**config.mk**
```make
export PLATFORM = sky130hd
export DESIGN_NAME = x86_64_instruction_byte_encoder_flat
export DESIGN_NICKNAME = d
export VERILOG_FILES = /design/src/xenc_pkg.sv /design/src/xenc_if.sv /design/src/xenc_front.sv /design/src/xenc_fifo.sv /design/src/xenc_back.sv /design/src/x86_64_instruction_byte_encoder.sv /design/src/flat_wrapper.sv
export VERILOG_INCLUDE_DIRS = /design/src /design/src/src
export SDC_FILE = /design/constraint.sdc
export NUM_CORES = 1
export LEC_CHECK = 0
export BUFFER_PORTS_ARGS = -buffer_cell sky130_fd_sc_hd__buf_4
export CAP_MARGIN = 5
export CORE_MARGIN = 5
export CORE_UTILIZATION = 40
export DETAILED_ROUTE_END_ITERATION = 16
export GPL_TIMING_DRIVEN = 1
export PLACE_DENSITY = 0.56
export SKIP_CTS_REPAIR_TIMING = 1
export SYNTH_ARGS = -nofsm -noshare
export SYNTH_HDL_FRONTEND = slang
export SYNTH_SLANG_ARGS = --single-unit
```
**constraint.sdc**
```tcl
create_clock -name i_clk -period 10.7 [get_ports i_clk]
set_input_delay 1.07 -clock i_clk [delete_from_list [all_inputs] [get_ports i_clk]]
set_output_delay 1.07 -clock i_clk [all_outputs]
set_load 0.02 [all_outputs]
```
**src/x86_64_instruction_byte_encoder_macros.svh**
```systemverilog
// assertion macros shared by the encoder modules
`ifndef X86_64_INSTRUCTION_BYTE_ENCODER_MACROS_SVH
`define X86_64_INSTRUCTION_BYTE_ENCODER_MACROS_SVH

`ifndef ASSERT_OFF
// checked outside reset
`define XENC_ASSERT(lbl, prop, msg) \
    lbl: assert property (@(posedge i_clk) disable iff (!i_rst_n) prop) else $error(msg);
// checked on every edge, reset included
`define XENC_ASSERT_ALWAYS(lbl, prop, msg) \
    lbl: assert property (@(posedge i_clk) prop) else $error(msg);
`else
`define XENC_ASSERT(lbl, prop, msg)
`define XENC_ASSERT_ALWAYS(lbl, prop, msg)
`endif

`endif

```
**src/xenc_pkg.sv**
```systemverilog
package xenc_pkg;

    // position width of the output buffer
    localparam int POS_BITS = 32;
    localparam int MAX_BYTES = 16;
    localparam int SEQ_BITS = MAX_BYTES * 8;

    // queue between front and back
    localparam int Q_DEPTH = 2;
    localparam int Q_PTR_W = $clog2(Q_DEPTH);
    localparam int Q_CNT_W = $clog2(Q_DEPTH + 1);

    // request codes
    localparam logic [4:0] OP_IMM      = 5'd0;
    localparam logic [4:0] OP_MOV      = 5'd1;
    localparam logic [4:0] OP_ADD      = 5'd2;
    localparam logic [4:0] OP_SUB      = 5'd3;
    localparam logic [4:0] OP_CMP      = 5'd4;
    localparam logic [4:0] OP_TEST     = 5'd5;
    localparam logic [4:0] OP_IMUL     = 5'd6;
    localparam logic [4:0] OP_IDIV     = 5'd7;
    localparam logic [4:0] OP_NEG      = 5'd8;
    localparam logic [4:0] OP_PUSH     = 5'd9;
    localparam logic [4:0] OP_POP      = 5'd10;
    localparam logic [4:0] OP_LOAD     = 5'd11;
    localparam logic [4:0] OP_STORE    = 5'd12;
    localparam logic [4:0] OP_LOADABS  = 5'd13;
    localparam logic [4:0] OP_STOREABS = 5'd14;
    localparam logic [4:0] OP_JMP      = 5'd15;
    localparam logic [4:0] OP_CALL     = 5'd16;
    localparam logic [4:0] OP_RET      = 5'd17;
    localparam logic [4:0] OP_JCC      = 5'd18;
    localparam logic [4:0] OP_PATCH    = 5'd19;
    localparam logic [4:0] OP_JMPTO    = 5'd20;
    localparam logic [4:0] OP_SETCC    = 5'd21;
    localparam logic [4:0] OP_PROLOGUE = 5'd22;
    localparam logic [4:0] OP_EPILOGUE = 5'd23;
    localparam logic [4:0] OP_ADDI8    = 5'd24;
    localparam logic [4:0] OP_SUBI8    = 5'd25;
    localparam logic [4:0] OP_PUSHR    = 5'd26;
    localparam logic [4:0] OP_POPR     = 5'd27;
    localparam logic [4:0] OP_MOVRR    = 5'd28;
    localparam logic [4:0] OP_ADDRR    = 5'd29;
    localparam logic [4:0] OP_SUBRR    = 5'd30;

    // machine code bytes
    localparam logic [7:0] B_REX_W   = 8'h48;
    localparam logic [7:0] B_REX_B   = 8'h41;
    localparam logic [7:0] B_MOV_RI  = 8'hB8;
    localparam logic [7:0] B_MOV_MI  = 8'hC7;
    localparam logic [7:0] B_ESC     = 8'h0F;
    localparam logic [7:0] B_JMP     = 8'hE9;
    localparam logic [7:0] B_CALL    = 8'hE8;
    localparam logic [7:0] B_CQO     = 8'h99;
    localparam logic [7:0] B_LEAVE   = 8'hC9;
    localparam logic [7:0] B_RET     = 8'hC3;
    localparam logic [7:0] B_JCC     = 8'h80;
    localparam logic [7:0] B_SETCC   = 8'h90;
    localparam logic [7:0] B_MOV_RM  = 8'h89;
    localparam logic [7:0] B_MOV_MR  = 8'h8B;
    localparam logic [7:0] B_ADD_RM  = 8'h01;
    localparam logic [7:0] B_SUB_RM  = 8'h29;
    localparam logic [7:0] B_CMP_RM  = 8'h39;
    localparam logic [7:0] B_TEST_RM = 8'h85;
    localparam logic [7:0] B_IMUL    = 8'hAF;
    localparam logic [7:0] B_GRP3    = 8'hF7;
    localparam logic [7:0] B_GRP1_32 = 8'h81;
    localparam logic [7:0] B_GRP1_8  = 8'h83;
    localparam logic [7:0] B_PUSH    = 8'h50;
    localparam logic [7:0] B_POP     = 8'h58;
    localparam logic [7:0] B_PUSH_BP = 8'h55;
    localparam logic [7:0] B_MOVZX   = 8'hB6;
    localparam logic [7:0] B_MODRM_AL = 8'hC0;

    // byte list, first byte in the low bits
    typedef struct packed {
        logic [SEQ_BITS-1:0] b;
        logic [4:0]          n;
    } t_seq;

    // one encoded request as it crosses the queue
    typedef struct packed {
        logic [SEQ_BITS-1:0] b;
        logic [3:0]          last_idx;
        logic                patch;
        logic                jmpto;
        logic [1:0]          fix_off;
        logic [31:0]         tgt;
    } t_item;

    function automatic logic [7:0] modrm(logic [1:0] md, logic [2:0] rg, logic [2:0] rm);
        return {md, rg, rm};
    endfunction

    // append m bytes of s behind the bytes already in a
    function automatic t_seq app(t_seq a, logic [SEQ_BITS-1:0] s, logic [4:0] m);
        t_seq r;
        r.b = a.b | (s << {a.n, 3'b000});
        r.n = a.n + m;
        return r;
    endfunction

endpackage

```
**src/xenc_if.sv**
```systemverilog
// request channel
interface xenc_req_if;
    import xenc_pkg::*;
    logic               valid;
    logic               ready;
    logic [4:0]         opcode;
    logic [3:0]         first_register;
    logic [3:0]         second_register;
    logic signed [63:0] immediate_value;
    logic [3:0]         condition_code;
    logic [31:0]        target_position;

    modport source (output valid, opcode, first_register, second_register,
                    immediate_value, condition_code, target_position, input ready);
    modport sink (input valid, opcode, first_register, second_register,
                  immediate_value, condition_code, target_position, output ready);
endinterface

// byte channel
interface xenc_byte_if;
    logic        valid;
    logic        ready;
    logic [7:0]  byte_value;
    logic [31:0] byte_position;
    logic        last_byte;
    logic [31:0] fixup_position;

    modport source (output valid, byte_value, byte_position, last_byte, fixup_position,
                    input ready);
    modport sink (input valid, byte_value, byte_position, last_byte, fixup_position,
                  output ready);
endinterface

```
**src/xenc_front.sv**
```systemverilog
module xenc_front (
    xenc_req_if.sink        i_req,
    input  logic            i_full,
    output logic            o_push,
    output xenc_pkg::t_item o_item
);
    import xenc_pkg::*;

    logic [2:0]  r1l;
    logic [2:0]  r2l;
    logic [2:0]  mreg;
    logic [63:0] imm;
    logic [31:0] off;
    logic [7:0]  ldst_op;
    logic [7:0]  alu_op;
    logic [7:0]  rex;
    t_seq        mi;
    t_seq        s;

    assign r1l = i_req.first_register[2:0];
    assign r2l = i_req.second_register[2:0];
    assign imm = i_req.immediate_value;
    assign off = imm[31:0];
    assign mreg = (i_req.opcode == OP_IMM) ? r1l : 3'd0;

    // shortest move of the immediate
    always_comb begin
        mi = '0;
        if (imm[63:31] == '0) begin
            mi = app(mi, SEQ_BITS'({imm[31:0], B_MOV_RI + 8'(mreg)}), 5'd5);
        end else if (imm[63:31] == '1) begin
            mi = app(mi, SEQ_BITS'({imm[31:0], modrm(2'd3, 3'd0, mreg), B_MOV_MI, B_REX_W}),
                     5'd7);
        end else begin
            mi = app(mi, SEQ_BITS'({imm, B_MOV_RI + 8'(mreg), B_REX_W}), 5'd10);
        end
    end

    // opcode bytes that depend on the form
    always_comb begin
        case (i_req.opcode)
            OP_ADD, OP_ADDRR: alu_op = B_ADD_RM;
            OP_SUB, OP_SUBRR: alu_op = B_SUB_RM;
            OP_CMP:           alu_op = B_CMP_RM;
            OP_TEST:          alu_op = B_TEST_RM;
            default:          alu_op = B_MOV_RM;
        endcase
        ldst_op = (i_req.opcode == OP_LOAD) ? B_MOV_MR : B_MOV_RM;
        rex = {5'b01001, i_req.second_register[3], 1'b0, i_req.first_register[3]};
    end

    // byte list of the request
    always_comb begin
        s = '0;
        o_item = '0;
        o_item.tgt = i_req.target_position;
        case (i_req.opcode)
            OP_IMM: s = mi;
            OP_MOV, OP_ADD, OP_SUB, OP_CMP, OP_TEST:
                s = app(s, SEQ_BITS'({modrm(2'd3, r2l, r1l), alu_op, B_REX_W}), 5'd3);
            OP_IMUL:
                s = app(s, SEQ_BITS'({modrm(2'd3, r1l, r2l), B_IMUL, B_ESC, B_REX_W}), 5'd4);
            OP_IDIV:
                s = app(s, SEQ_BITS'({modrm(2'd3, 3'd7, r2l), B_GRP3, B_REX_W, B_CQO,
                                      B_REX_W}), 5'd5);
            OP_NEG:
                s = app(s, SEQ_BITS'({modrm(2'd3, 3'd3, r1l), B_GRP3, B_REX_W}), 5'd3);
            OP_PUSH: s = app(s, SEQ_BITS'(B_PUSH + 8'(r1l)), 5'd1);
            OP_POP:  s = app(s, SEQ_BITS'(B_POP + 8'(r1l)), 5'd1);
            OP_LOAD, OP_STORE: begin
                if (off[31:7] == '0 || off[31:7] == '1) begin
                    s = app(s, SEQ_BITS'({off[7:0], modrm(2'd1, r1l, 3'd5), ldst_op,
                                          B_REX_W}), 5'd4);
                end else begin
                    s = app(s, SEQ_BITS'({off, modrm(2'd2, r1l, 3'd5), ldst_op, B_REX_W}),
                            5'd7);
                end
            end
            OP_LOADABS: begin
                s = mi;
                s = app(s, SEQ_BITS'({modrm(2'd0, 3'd0, 3'd0), B_MOV_MR, B_REX_W}), 5'd3);
            end
            OP_STOREABS: begin
                s = app(s, SEQ_BITS'({modrm(2'd3, 3'd0, 3'd1), B_MOV_RM, B_REX_W}), 5'd3);
                s = app(s, mi.b, mi.n);
                s = app(s, SEQ_BITS'({modrm(2'd0, 3'd1, 3'd0), B_MOV_RM, B_REX_W}), 5'd3);
            end
            OP_JMP: begin
                s = app(s, SEQ_BITS'({32'd0, B_JMP}), 5'd5);
                o_item.fix_off = 2'd1;
            end
            OP_CALL: begin
                s = app(s, SEQ_BITS'({32'd0, B_CALL}), 5'd5);
                o_item.fix_off = 2'd1;
            end
            OP_RET: s = app(s, SEQ_BITS'(B_RET), 5'd1);
            OP_JCC: begin
                s = app(s, SEQ_BITS'({32'd0, B_JCC + 8'(i_req.condition_code), B_ESC}), 5'd6);
                o_item.fix_off = 2'd2;
            end
            OP_PATCH: begin
                s.n = 5'd4;
                o_item.patch = 1'b1;
            end
            OP_JMPTO: begin
                s = app(s, SEQ_BITS'({32'd0, B_JMP}), 5'd5);
                o_item.jmpto = 1'b1;
            end
            OP_SETCC:
                s = app(s, SEQ_BITS'({B_MODRM_AL, B_MOVZX, B_ESC, B_MODRM_AL,
                                      B_SETCC + 8'(i_req.condition_code), B_ESC}), 5'd6);
            OP_PROLOGUE: begin
                s = app(s, SEQ_BITS'({modrm(2'd3, 3'd4, 3'd5), B_MOV_RM, B_REX_W,
                                      B_PUSH_BP}), 5'd4);
                if (off != '0) begin
                    s = app(s, SEQ_BITS'({off, modrm(2'd3, 3'd5, 3'd4), B_GRP1_32, B_REX_W}),
                            5'd7);
                end
            end
            OP_EPILOGUE: s = app(s, SEQ_BITS'({B_RET, B_LEAVE}), 5'd2);
            OP_ADDI8:
                s = app(s, SEQ_BITS'({imm[7:0], modrm(2'd3, 3'd0, r1l), B_GRP1_8, B_REX_W}),
                        5'd4);
            OP_SUBI8:
                s = app(s, SEQ_BITS'({imm[7:0], modrm(2'd3, 3'd5, r1l), B_GRP1_8, B_REX_W}),
                        5'd4);
            OP_PUSHR, OP_POPR: begin
                if (i_req.first_register[3]) begin
                    s = app(s, SEQ_BITS'(B_REX_B), 5'd1);
                end
                s = app(s, SEQ_BITS'(((i_req.opcode == OP_PUSHR) ? B_PUSH : B_POP) + 8'(r1l)),
                        5'd1);
            end
            OP_MOVRR, OP_ADDRR, OP_SUBRR:
                s = app(s, SEQ_BITS'({modrm(2'd3, r2l, r1l), alu_op, rex}), 5'd3);
            default: s = '0;
        endcase
        o_item.b = s.b;
        o_item.last_idx = 4'(s.n - 5'd1);
    end

    // requests that emit nothing are dropped here
    assign i_req.ready = !i_full;
    assign o_push = i_req.valid && !i_full && (s.n != '0);

endmodule

```
**src/xenc_fifo.sv**
```systemverilog
`include "x86_64_instruction_byte_encoder_macros.svh"

module xenc_fifo (
    input  logic            i_clk,
    input  logic            i_rst_n,
    input  logic            i_push,
    input  xenc_pkg::t_item i_item,
    input  logic            i_pop,
    output logic            o_full,
    output logic            o_empty,
    output xenc_pkg::t_item o_item
);
    import xenc_pkg::*;

    t_item               r_mem [Q_DEPTH];
    logic [Q_PTR_W-1:0]  r_wr_ptr;
    logic [Q_PTR_W-1:0]  r_rd_ptr;
    logic [Q_CNT_W-1:0]  r_count;
    logic [Q_PTR_W-1:0]  n_wr_ptr;
    logic [Q_PTR_W-1:0]  n_rd_ptr;

    assign o_full  = (r_count == Q_CNT_W'(Q_DEPTH));
    assign o_empty = (r_count == '0);
    assign o_item  = r_mem[r_rd_ptr];

    // pointer wrap
    always_comb begin
        n_wr_ptr = (r_wr_ptr == Q_PTR_W'(Q_DEPTH - 1)) ? '0 : r_wr_ptr + 1'b1;
        n_rd_ptr = (r_rd_ptr == Q_PTR_W'(Q_DEPTH - 1)) ? '0 : r_rd_ptr + 1'b1;
    end

    // storage
    always_ff @(posedge i_clk) begin
        if (i_push) begin
            r_mem[r_wr_ptr] <= i_item;
        end
    end

    // pointers and fill count
    always_ff @(posedge i_clk) begin
        if (!i_rst_n) begin
            r_wr_ptr <= '0;
            r_rd_ptr <= '0;
            r_count  <= '0;
        end else begin
            if (i_push) begin
                r_wr_ptr <= n_wr_ptr;
            end
            if (i_pop) begin
                r_rd_ptr <= n_rd_ptr;
            end
            r_count <= r_count + Q_CNT_W'(i_push) - Q_CNT_W'(i_pop);
        end
    end

    `XENC_ASSERT(a_no_overflow, !(i_push && o_full && !i_pop), "push into a full queue")
    `XENC_ASSERT(a_no_underflow, !(i_pop && o_empty), "pop from an empty queue")
    `XENC_ASSERT_ALWAYS(a_count_range, !i_rst_n || r_count <= Q_CNT_W'(Q_DEPTH), "bad count")
    `XENC_ASSERT(a_empty_ptrs, o_empty |-> (r_wr_ptr == r_rd_ptr), "empty queue with split pointers")

endmodule

```
**src/xenc_back.sv**
```systemverilog
`include "x86_64_instruction_byte_encoder_macros.svh"

module xenc_back (
    input  logic            i_clk,
    input  logic            i_rst_n,
    input  logic            i_empty,
    input  xenc_pkg::t_item i_item,
    output logic            o_pop,
    xenc_byte_if.source     o_byte
);
    import xenc_pkg::*;

    logic                r_busy;
    logic                r_prep;
    logic [3:0]          r_idx;
    t_item               r_it;
    logic [POS_BITS-1:0] r_wp;
    logic [POS_BITS-1:0] r_start;
    logic [31:0]         r_rel;
    logic                r_ov;
    logic [7:0]          r_obyte;
    logic [31:0]         r_opos;
    logic                r_olast;
    logic [31:0]         r_ofix;

    logic                out_free;
    logic                emit;
    logic                last;
    logic                done;
    logic                load;
    logic [POS_BITS-1:0] n_wp;
    logic [31:0]         wp32;
    logic                use_rel;
    logic [1:0]          rel_sel;
    logic [7:0]          byte_val;
    logic [31:0]         byte_pos;
    logic [31:0]         fix_pos;

    // handshake between stored word and output register
    assign out_free = !r_ov || o_byte.ready;
    assign emit     = r_busy && !r_prep && out_free;
    assign last     = (r_idx == r_it.last_idx);
    assign done     = emit && last;
    assign load     = !i_empty && (!r_busy || done);
    assign o_pop    = load;
    assign n_wp     = (emit && !r_it.patch) ? r_wp + 1'b1 : r_wp;
    assign wp32     = 32'(r_wp);

    // byte, position and fixup of the current word
    always_comb begin
        use_rel  = r_it.patch || (r_it.jmpto && r_idx != '0);
        rel_sel  = r_it.patch ? r_idx[1:0] : 2'(r_idx - 4'd1);
        byte_val = use_rel ? r_rel[{rel_sel, 3'b000} +: 8] : r_it.b[{r_idx, 3'b000} +: 8];
        byte_pos = r_it.patch ? 32'(POS_BITS'(r_it.tgt[POS_BITS-1:0] + POS_BITS'(r_idx)))
                              : wp32;
        fix_pos  = (r_it.fix_off != '0) ? 32'(POS_BITS'(r_start + POS_BITS'(r_it.fix_off)))
                                        : 32'd0;
    end

    // sequencer over the bytes of one request
    always_ff @(posedge i_clk) begin
        if (!i_rst_n) begin
            r_busy <= 1'b0;
            r_prep <= 1'b0;
            r_idx  <= '0;
            r_wp   <= '0;
        end else begin
            r_wp <= n_wp;
            if (load) begin
                r_busy <= 1'b1;
                r_prep <= i_item.patch;
                r_idx  <= '0;
            end else begin
                r_prep <= 1'b0;
                if (done) begin
                    r_busy <= 1'b0;
                end else if (emit) begin
                    r_idx <= r_idx + 1'b1;
                end
            end
        end
    end

    // request payload and relative displacement
    always_ff @(posedge i_clk) begin
        if (load) begin
            r_it    <= i_item;
            r_start <= n_wp;
        end
        if (r_busy && r_idx == '0) begin
            r_rel <= r_it.patch ? wp32 - r_it.tgt - 32'd4 : r_it.tgt - wp32 - 32'd5;
        end
    end

    // output register
    always_ff @(posedge i_clk) begin
        if (!i_rst_n) begin
            r_ov <= 1'b0;
        end else if (emit) begin
            r_ov <= 1'b1;
        end else if (o_byte.ready) begin
            r_ov <= 1'b0;
        end
    end

    always_ff @(posedge i_clk) begin
        if (emit) begin
            r_obyte <= byte_val;
            r_opos  <= byte_pos;
            r_olast <= last;
            r_ofix  <= fix_pos;
        end
    end

    assign o_byte.valid          = r_ov;
    assign o_byte.byte_value     = r_obyte;
    assign o_byte.byte_position  = r_opos;
    assign o_byte.last_byte      = r_olast;
    assign o_byte.fixup_position = r_ofix;

    `XENC_ASSERT(a_prep_patch, r_prep |-> (r_busy && r_it.patch), "prep cycle outside a patch")
    `XENC_ASSERT(a_patch_holds, (emit && r_it.patch) |=> $stable(r_wp), "patch moved position")
    `XENC_ASSERT(a_idx_range, r_busy |-> (r_idx <= r_it.last_idx), "byte index past the end")
    `XENC_ASSERT(a_emit_advance, (emit && !r_it.patch) |=> (r_wp == $past(r_wp) + 1'b1),
                 "position did not advance")

endmodule

```
**src/x86_64_instruction_byte_encoder.sv**
```systemverilog
// x86-64 instruction byte encoder. Each request word is encoded combinationally by the front
// end into a list of 1 to 16 bytes and placed in a two-entry queue; the back end then emits
// one byte word per cycle, unless the output is stalled, through a registered output, each
// with its buffer position, a last flag and the jump fixup position. A patch first works out
// its displacement before its bytes go out, and the back end takes the next request from the
// queue as it emits the last byte of the current one. Requests with the unused code emit
// nothing and are dropped at entry. The write position is held in the back end, starts at
// zero after reset and wraps at the buffer width.
module x86_64_instruction_byte_encoder (
    input  logic        i_clk,
    input  logic        i_rst_n,
    xenc_req_if.sink    i_req,
    xenc_byte_if.source o_byte
);
    import xenc_pkg::*;

    logic  push;
    logic  pop;
    logic  full;
    logic  empty;
    t_item f_item;
    t_item q_item;

    // classify and encode
    xenc_front u_front (
        .i_req  (i_req),
        .i_full (full),
        .o_push (push),
        .o_item (f_item)
    );

    // decoupling queue
    xenc_fifo u_fifo (
        .i_clk   (i_clk),
        .i_rst_n (i_rst_n),
        .i_push  (push),
        .i_item  (f_item),
        .i_pop   (pop),
        .o_full  (full),
        .o_empty (empty),
        .o_item  (q_item)
    );

    // byte emission
    xenc_back u_back (
        .i_clk   (i_clk),
        .i_rst_n (i_rst_n),
        .i_empty (empty),
        .i_item  (q_item),
        .o_pop   (pop),
        .o_byte  (o_byte)
    );

endmodule
```
**src/flat_wrapper.sv**
```systemverilog
// flat-port wrapper written by rule: the top's interface ports become plain ports
module x86_64_instruction_byte_encoder_flat import xenc_pkg::*;
  (i_clk, i_rst_n, i_req_valid, i_req_opcode, i_req_first_register, i_req_second_register, i_req_immediate_value, i_req_condition_code, i_req_target_position, i_req_ready, o_byte_valid, o_byte_byte_value, o_byte_byte_position, o_byte_last_byte, o_byte_fixup_position, o_byte_ready);
  xenc_req_if i_req_i ();
  xenc_byte_if o_byte_i ();
  input  logic i_clk;
  input  logic i_rst_n;
  input wire logic [$bits(i_req_i.valid)-1:0] i_req_valid;
  input wire logic [$bits(i_req_i.opcode)-1:0] i_req_opcode;
  input wire logic [$bits(i_req_i.first_register)-1:0] i_req_first_register;
  input wire logic [$bits(i_req_i.second_register)-1:0] i_req_second_register;
  input wire logic [$bits(i_req_i.immediate_value)-1:0] i_req_immediate_value;
  input wire logic [$bits(i_req_i.condition_code)-1:0] i_req_condition_code;
  input wire logic [$bits(i_req_i.target_position)-1:0] i_req_target_position;
  output wire logic [$bits(i_req_i.ready)-1:0] i_req_ready;
  output wire logic [$bits(o_byte_i.valid)-1:0] o_byte_valid;
  output wire logic [$bits(o_byte_i.byte_value)-1:0] o_byte_byte_value;
  output wire logic [$bits(o_byte_i.byte_position)-1:0] o_byte_byte_position;
  output wire logic [$bits(o_byte_i.last_byte)-1:0] o_byte_last_byte;
  output wire logic [$bits(o_byte_i.fixup_position)-1:0] o_byte_fixup_position;
  input wire logic [$bits(o_byte_i.ready)-1:0] o_byte_ready;
  assign i_req_i.valid = i_req_valid;
  assign i_req_i.opcode = i_req_opcode;
  assign i_req_i.first_register = i_req_first_register;
  assign i_req_i.second_register = i_req_second_register;
  assign i_req_i.immediate_value = i_req_immediate_value;
  assign i_req_i.condition_code = i_req_condition_code;
  assign i_req_i.target_position = i_req_target_position;
  assign i_req_ready = i_req_i.ready;
  assign o_byte_valid = o_byte_i.valid;
  assign o_byte_byte_value = o_byte_i.byte_value;
  assign o_byte_byte_position = o_byte_i.byte_position;
  assign o_byte_last_byte = o_byte_i.last_byte;
  assign o_byte_fixup_position = o_byte_i.fixup_position;
  assign o_byte_i.ready = o_byte_ready;
  x86_64_instruction_byte_encoder u_core (.i_clk(i_clk), .i_rst_n(i_rst_n), .i_req(i_req_i), .o_byte(o_byte_i));
endmodule
```
Word level (Yosys, flattened, before mapping)
Memories as Yosys holds them, arrays and structs flattened. A register that Yosys moved wholly into a read port is not among the register bits.
Cells that the tools add are included.
{"block": "totals", "regBits": 348, "latch_bits": 0, "mem_bits_rw": 336, "romBits": 0, "in_bits": 117, "output_inout_bits": 75, "elab_cells": 164, "mem_count": 1}
{"block": "classes", "add_sub_neg": 23, "multipliers": 0, "n_div": 0, "n_lt_le_gt_ge": 0, "n_eq_ne": 34, "n_shift": 5, "n_mux": 30, "bitwise_logic": 5, "n_reduce_logical": 46}
{"name": "u_core.u_fifo.r_mem", "words": 2, "word_bits": 168, "read_ports": 1, "rd_ports_with_merged_regs": 1, "wr": 1, "line_no": "xenc_fifo.sv:15", "text": "t_item r_mem [Q_DEPTH];"}
{"op": "case mux 128 bit (21 select lines)", "n": 1}
{"op": "OR 128 bit", "n": 3}
{"op": "two-way mux 133 bit", "n": 2}
{"op": "variable part select 128 x 8 -> 8 bit", "n": 1}
{"op": "<< shifter 16 x 8 -> 128 bit (first input constant)", "n": 1}
{"op": "<< shifter 20 x 8 -> 128 bit (first input constant)", "n": 1}
{"op": "<< shifter 8 x 8 -> 128 bit", "n": 1}
{"op": "two-way mux 32 bit", "n": 3}
{"op": "two-way mux 93 bit", "n": 1}
{"op": "two-way mux 85 bit", "n": 1}
{"op": "== test 5 bit (second input constant)", "n": 15}
{"op": "subtractor 32 x 3 -> 32 bit (second input constant)", "n": 2}
{"op": "subtractor 32 bit", "n": 2}
{"op": "two-way mux 61 bit", "n": 1}
{"op": "case mux 5 bit (12 select lines)", "n": 1}
{"op": "== test 5 x 4 -> 1 bit (second input constant)", "n": 8}
{"op": "== test 33 bit (second input constant)", "n": 1}
{"op": "zero test 33 bit", "n": 1}
{"op": "adder 32 x 1 -> 32 bit (second input constant)", "n": 1}
{"op": "adder 32 x 2 -> 32 bit", "n": 1}
{"op": "adder 32 x 4 -> 32 bit", "n": 1}
{"op": "case mux 8 bit (4 select lines)", "n": 1}
{"op": "nonzero test 32 bit", "n": 1}
{"op": "variable part select 32 x 6 -> 8 bit", "n": 1}
{"op": "43 further kinds", "n": 91}

Depth between registers and ports, before layout
{"block": "depth", "word_depth": 12, "mapped_depth": 14, "mapped_depth_nobuf": 14}

By module
Synthesis repeated with hierarchy kept, for this count alone.
{"block": "unflattened", "cells_unflattened": 2871, "hier_area_um2": 35885.7}
{"mod": "xenc_back", "instances": 1, "cells_per_inst": 1584, "area_each_um2": 18784.3, "seq_area_each_um2": 9939.5}
{"mod": "xenc_fifo", "instances": 1, "cells_per_inst": 544, "area_each_um2": 12774.8, "seq_area_each_um2": 10189.8}
{"mod": "xenc_front", "instances": 1, "cells_per_inst": 743, "area_each_um2": 4326.6, "seq_area_each_um2": 0.0}

Worst setup path after synthesis
OpenSTA, ideal clock, no wires.
{"block": "synth_path", "path_type": "input-to-reg", "startpoint": "input port i_req_opcode[0]", "endpoint": "memory u_core.u_fifo.r_mem[0][0] (netlist name) (enable)", "setup_ns": 0.686, "arrival_ns": 9.697, "required_time_ns": 10.014, "setup_slack_ns": 0.317, "cell_stages": 9, "path_buffers": 2, "cell_sequence": "clkbuf_1 > clkbuf_1 > nand2_1 > nor3_1 > nor2_1 > nor4b_4 > ha_1 > a41oi_2 > nor2b_1"}
{"block": "synth_between", "elab_chain_cells": 7, "elab_cells_between_ends": 43, "classes_between": "30 x eq/ne; 3 x mux; 10 x reduce/logical"}
{"element": "from (decl)", "line_no": "flat_wrapper.sv:9", "text": "input wire logic [$bits(i_req_i.opcode)-1:0] i_req_opcode;"}
{"element": "== test 5 bit, or another cell as far along", "line_no": "xenc_front.sv:57", "text": "case (i_req.opcode)"}
{"element": "OR reduction 9 bit (no line), or another cell as far along"}
{"element": "case mux 5 bit (12 select lines) (*)", "line_no": "xenc_front.sv:57"}
{"element": "nonzero test 5 bit (*)", "line_no": "xenc_front.sv:144", "text": "assign o_push = i_req.valid && !i_full && (s.n != '0);"}
{"element": "logical AND 1 bit (*)", "line_no": "xenc_front.sv:144"}
{"element": "two-way mux 1 bit (*)", "line_no": "xenc_fifo.sv:34", "text": "if (i_push) begin"}
{"element": "two-way mux 1 bit (not written as such) (*)", "line_no": "xenc_fifo.sv:35", "text": "r_mem[r_wr_ptr] <= i_item;"}
{"element": "to (decl)", "line_no": "xenc_fifo.sv:15"}
Every way passes the cells marked *; elsewhere a longest branch is shown, timed or not.

Final worst setup path
{"block": "layout_path", "startpoint": "input port i_req_opcode[2]", "endpoint": "memory u_core.u_fifo.r_mem[0][18] (netlist name) (enable)"}
The elaborated chain is that of the path after synthesis.

==> impl_results.md <==
* Max Cap Viol at 0
* CTS Buf Count at 71
* Largest fanout on the critical path at 39
* Count leader, synth: edfxtp_1
* Post-synth top cells: edfxtp_1 (596), nand2_1 (209), nor2_1 (195), inv_1 (187), a21oi_1 (172)
* CP max-delay cell: nor2b_4
* Crit start category: primary input
* Buf/Inv on CP at 4
* Setup Skew at 0.0212 ns
* GRT overflow at 0
* Detailed-route wire length per cell at 24.2 um
* Initial Util at 40.3%
* Clock transition at the registers of the reported paths at 0.06 ns
* HP Class: reg2reg
* Critical path depth at 12
* Worst-path cell chain: buf_4, clkinv_1, nor2_1, a21oi_1, a2111oi_4, buf_4, nand3b_1, nor4_1, ha_1, a41oi_2, nor2b_4, buf_4
* Max_slew headroom at 25.2%
* Via count at 22719
* Finished Layout Cells at 4062
* Placed inst area at 35700 um2
* Slowest stage delay, CP at 0.90 ns
* TritonCTS clock tree: done
* GRT busiest layer: met2
* Post-DP HPWL at 71.6 mm
* First-pass GRT wire length at 147 mm
* Yosys warning count at 0
* Placed insts at 3932
* Async SR Flop Fraction at 0%
* Pwr/cell area at 250 nW/um2
* Syn Inst Count at 2755
* RSZ-0062 raised after global routing: false
* Fraction of layout cells with a size suffix above 1 at 18.5%
* Worst VDD drop at 0.169 mV
* Sequential share of the synthesized area at 56.8%
* # fillers at 7560
* Placer Congestion at 0.885
* Area delta synth->final at 14.8%
* Die width at 297 um
* Worst slew pin tran at 1.11 ns
* Final Hold Viols at 0
* Initial antenna violation count at 0
* Vias per inst at 5.59
* Reg2reg start: u_core.u_back.r_idx[0]
* Delay-heaviest family, CP: simple AND/OR/NAND/NOR gates
* Root Buffer: clkbuf_16
* Yosys reg bits at 640
* R2R Setup Slk at 6.32 ns
* Clock Latency Late Sink at 0.61 ns
* Max Buffers Root-to-Sink at 3
* Routed WL at 98.3 mm
* Vias in the first global route at 22944
* Pin count of the biggest net entering global routing at 125
* Cell variety after synth at 90
* Final Cell Area at 37900 um2
* Tcrit/Tclk final at 49.5%
* Num ports at 192
* Status: finished, final reports clean
* Mean Syn Cell Area at 12.0 um2
* Top-area cell type share of the netlist area at 54.2%
* FF-to-FF path depth at 8
* Required @ worst endpoint at 10.93 ns
* Iteration-0 DRC count of the detailed router at 1697
* Clock sinks at 640
* CP most frequent cell: buf_4
* Final nets at 3190
* Slew Limit Fails at 0
* Total negative slack at 0 ns
* Worst Setup SP: i_req_opcode[2]
* Die area at 88500 um2
* Grt met3 use at 3.23%
* Final count of negative-setup-slack endpoints at 0
* CP endpoint kind: register
* DR pass1 iterations at 8
* Die height at 297 um
* Final Critical Period at 5.29 ns
* R2R Path End: u_core.u_back.r_it[129]
* Met1 usage at 28.3%
* Core Rows at 105
* Tot GR Track Use at 21.6%
* Setup CP Type: in2reg
* Port bufs at 191
* Post-synth EDFFs at 596
* H-tree Lvls at 3
* Crit path capture: u_core.u_fifo.r_mem[0][18]
* Core ar. at 82000 um2
* Top cells by area, synth: edfxtp_1 (54%), mux2_2 (5.5%), ha_1 (5.1%)
* Post-Synthesis Cell Area at 33000 um2
* Dominant cell type by area after synthesis: edfxtp_1
* DRT antenna net count at 0
* Leak pwr at 13.9 nW
* N_diodes at 0
* Residual DRC at 0
* FMAX at 0.189 GHz
* Crit path DAT at 5.52 ns
* Top FF cell, synth: edfxtp_1
* Met2 global-route usage at 37.5%
## sequential cells by signal, indices dropped and copies added (netlist names), named ones only
| signal | count |
|---|---|
| u_core.u_back.r_it | 153 |
| u_core.u_back.r_wp | 32 |
| u_core.u_back.r_idx | 4 |
| u_core.u_fifo.r_count | 2 |
| u_core.u_back.o_byte.byte_value | 8 |
| u_core.u_back.r_busy | 1 |
| u_core.u_fifo.r_rd_ptr | 1 |
| u_core.u_fifo.r_mem | 306 |
| u_core.u_back.r_start | 32 |
| u_core.u_back.o_byte.last_byte | 1 |
| u_core.u_back.r_prep | 1 |
| u_core.u_back.o_byte.valid | 1 |
| u_core.u_back.r_rel | 32 |
| u_core.u_fifo.r_wr_ptr | 1 |
| u_core.u_back.o_byte.byte_position | 32 |
| u_core.u_back.o_byte.fixup_position | 32 |
## metal layers
layer / vias to the layer above / wire, um
met3: 147 / 4680
li1: 10572 / -
met1: 11300 / 42200
met5: - / 0
met4: 0 / 2710
met2: 700 / 48700
## worst min path at each step
stage / from / endpoint / slack, ns / depth (start not counted)
2_1_floorplan: u_core.u_back.r_busy / u_core.u_back.r_busy / 0.47 / 2
3_3_place_gp: u_core.u_back.r_busy / u_core.u_back.r_busy / 0.52 / 2
3_5_place_dp: u_core.u_back.r_busy / u_core.u_back.r_busy / 0.52 / 2
4_1_cts: u_core.u_back.r_busy / u_core.u_back.r_busy / 0.53 / 2
5_1_grt: u_core.u_fifo.r_mem[0][44] / u_core.u_back.r_it[44] / 0.54 / 1
6_report: u_core.u_fifo.r_mem[0][44] / u_core.u_back.r_it[44] / 0.53 / 1
## final cells by class
cell class              instances  area, um2  share of cell area [%]
flip-flops and latches        640      18800                    49.5
multi-input cells            1809      13100                    34.6
clock buffers                  99       1960                    5.18
repair buffers                223       1690                    4.45
well taps                    1070       1340                    3.53
inverters                     190        721                    1.90
clock inverters                31        307                   0.808
## cell families after synthesis
family	after synthesis	synth area share, %
and+or+nand+nor	721	10.5
buffers and inverters	317	3.68
xor gates and xnor gates	148	3.92
other	1	0.0113
DFF	640	56.8
AOI/OAI and AO/OA	575	11.4
adders and majority gates	138	5.32
muxes	215	8.34
## cells in the final DEF (no fill, tap or decap), types with 32 or more instances in the layout
cell type and n:
nor3_1 42, ha_1 134, a21oi_1 172, xnor2_1 95, nand3_1 58, nand2_1 209, buf_4 222, dfxtp_1 42
a21o_1 40, and2_1 53, o21ai_0 122, edfxtp_1 596, mux2_2 162, inv_1 186, nor2_1 191, mux4_2 32
clkbuf_16 73, xor2_1 53
## metrics by stage
step                total power (W)  worst slack, ns  utilization [%]  hold slack (ns)
floorplan                   0.00618            0.317                -            0.465
global placement            0.00718             4.80             43.5            0.519
detailed placement          0.00722             4.75             43.5            0.521
CTS                         0.00961             5.38             46.3            0.527
global route                 0.0100             5.11             46.3            0.536
finish                      0.00949             5.41             46.3            0.533
## where the power goes
group / switching (W) / internal (W) / total, W
clock: 0.000973 / 0.00137 / 0.00235
combinational: 0.00197 / 0.00129 / 0.00326
sequential: 0.000263 / 0.00362 / 0.00388
total: 0.00321 / 0.00628 / 0.00949
Note: power is estimated with default switching activity, not from simulation.
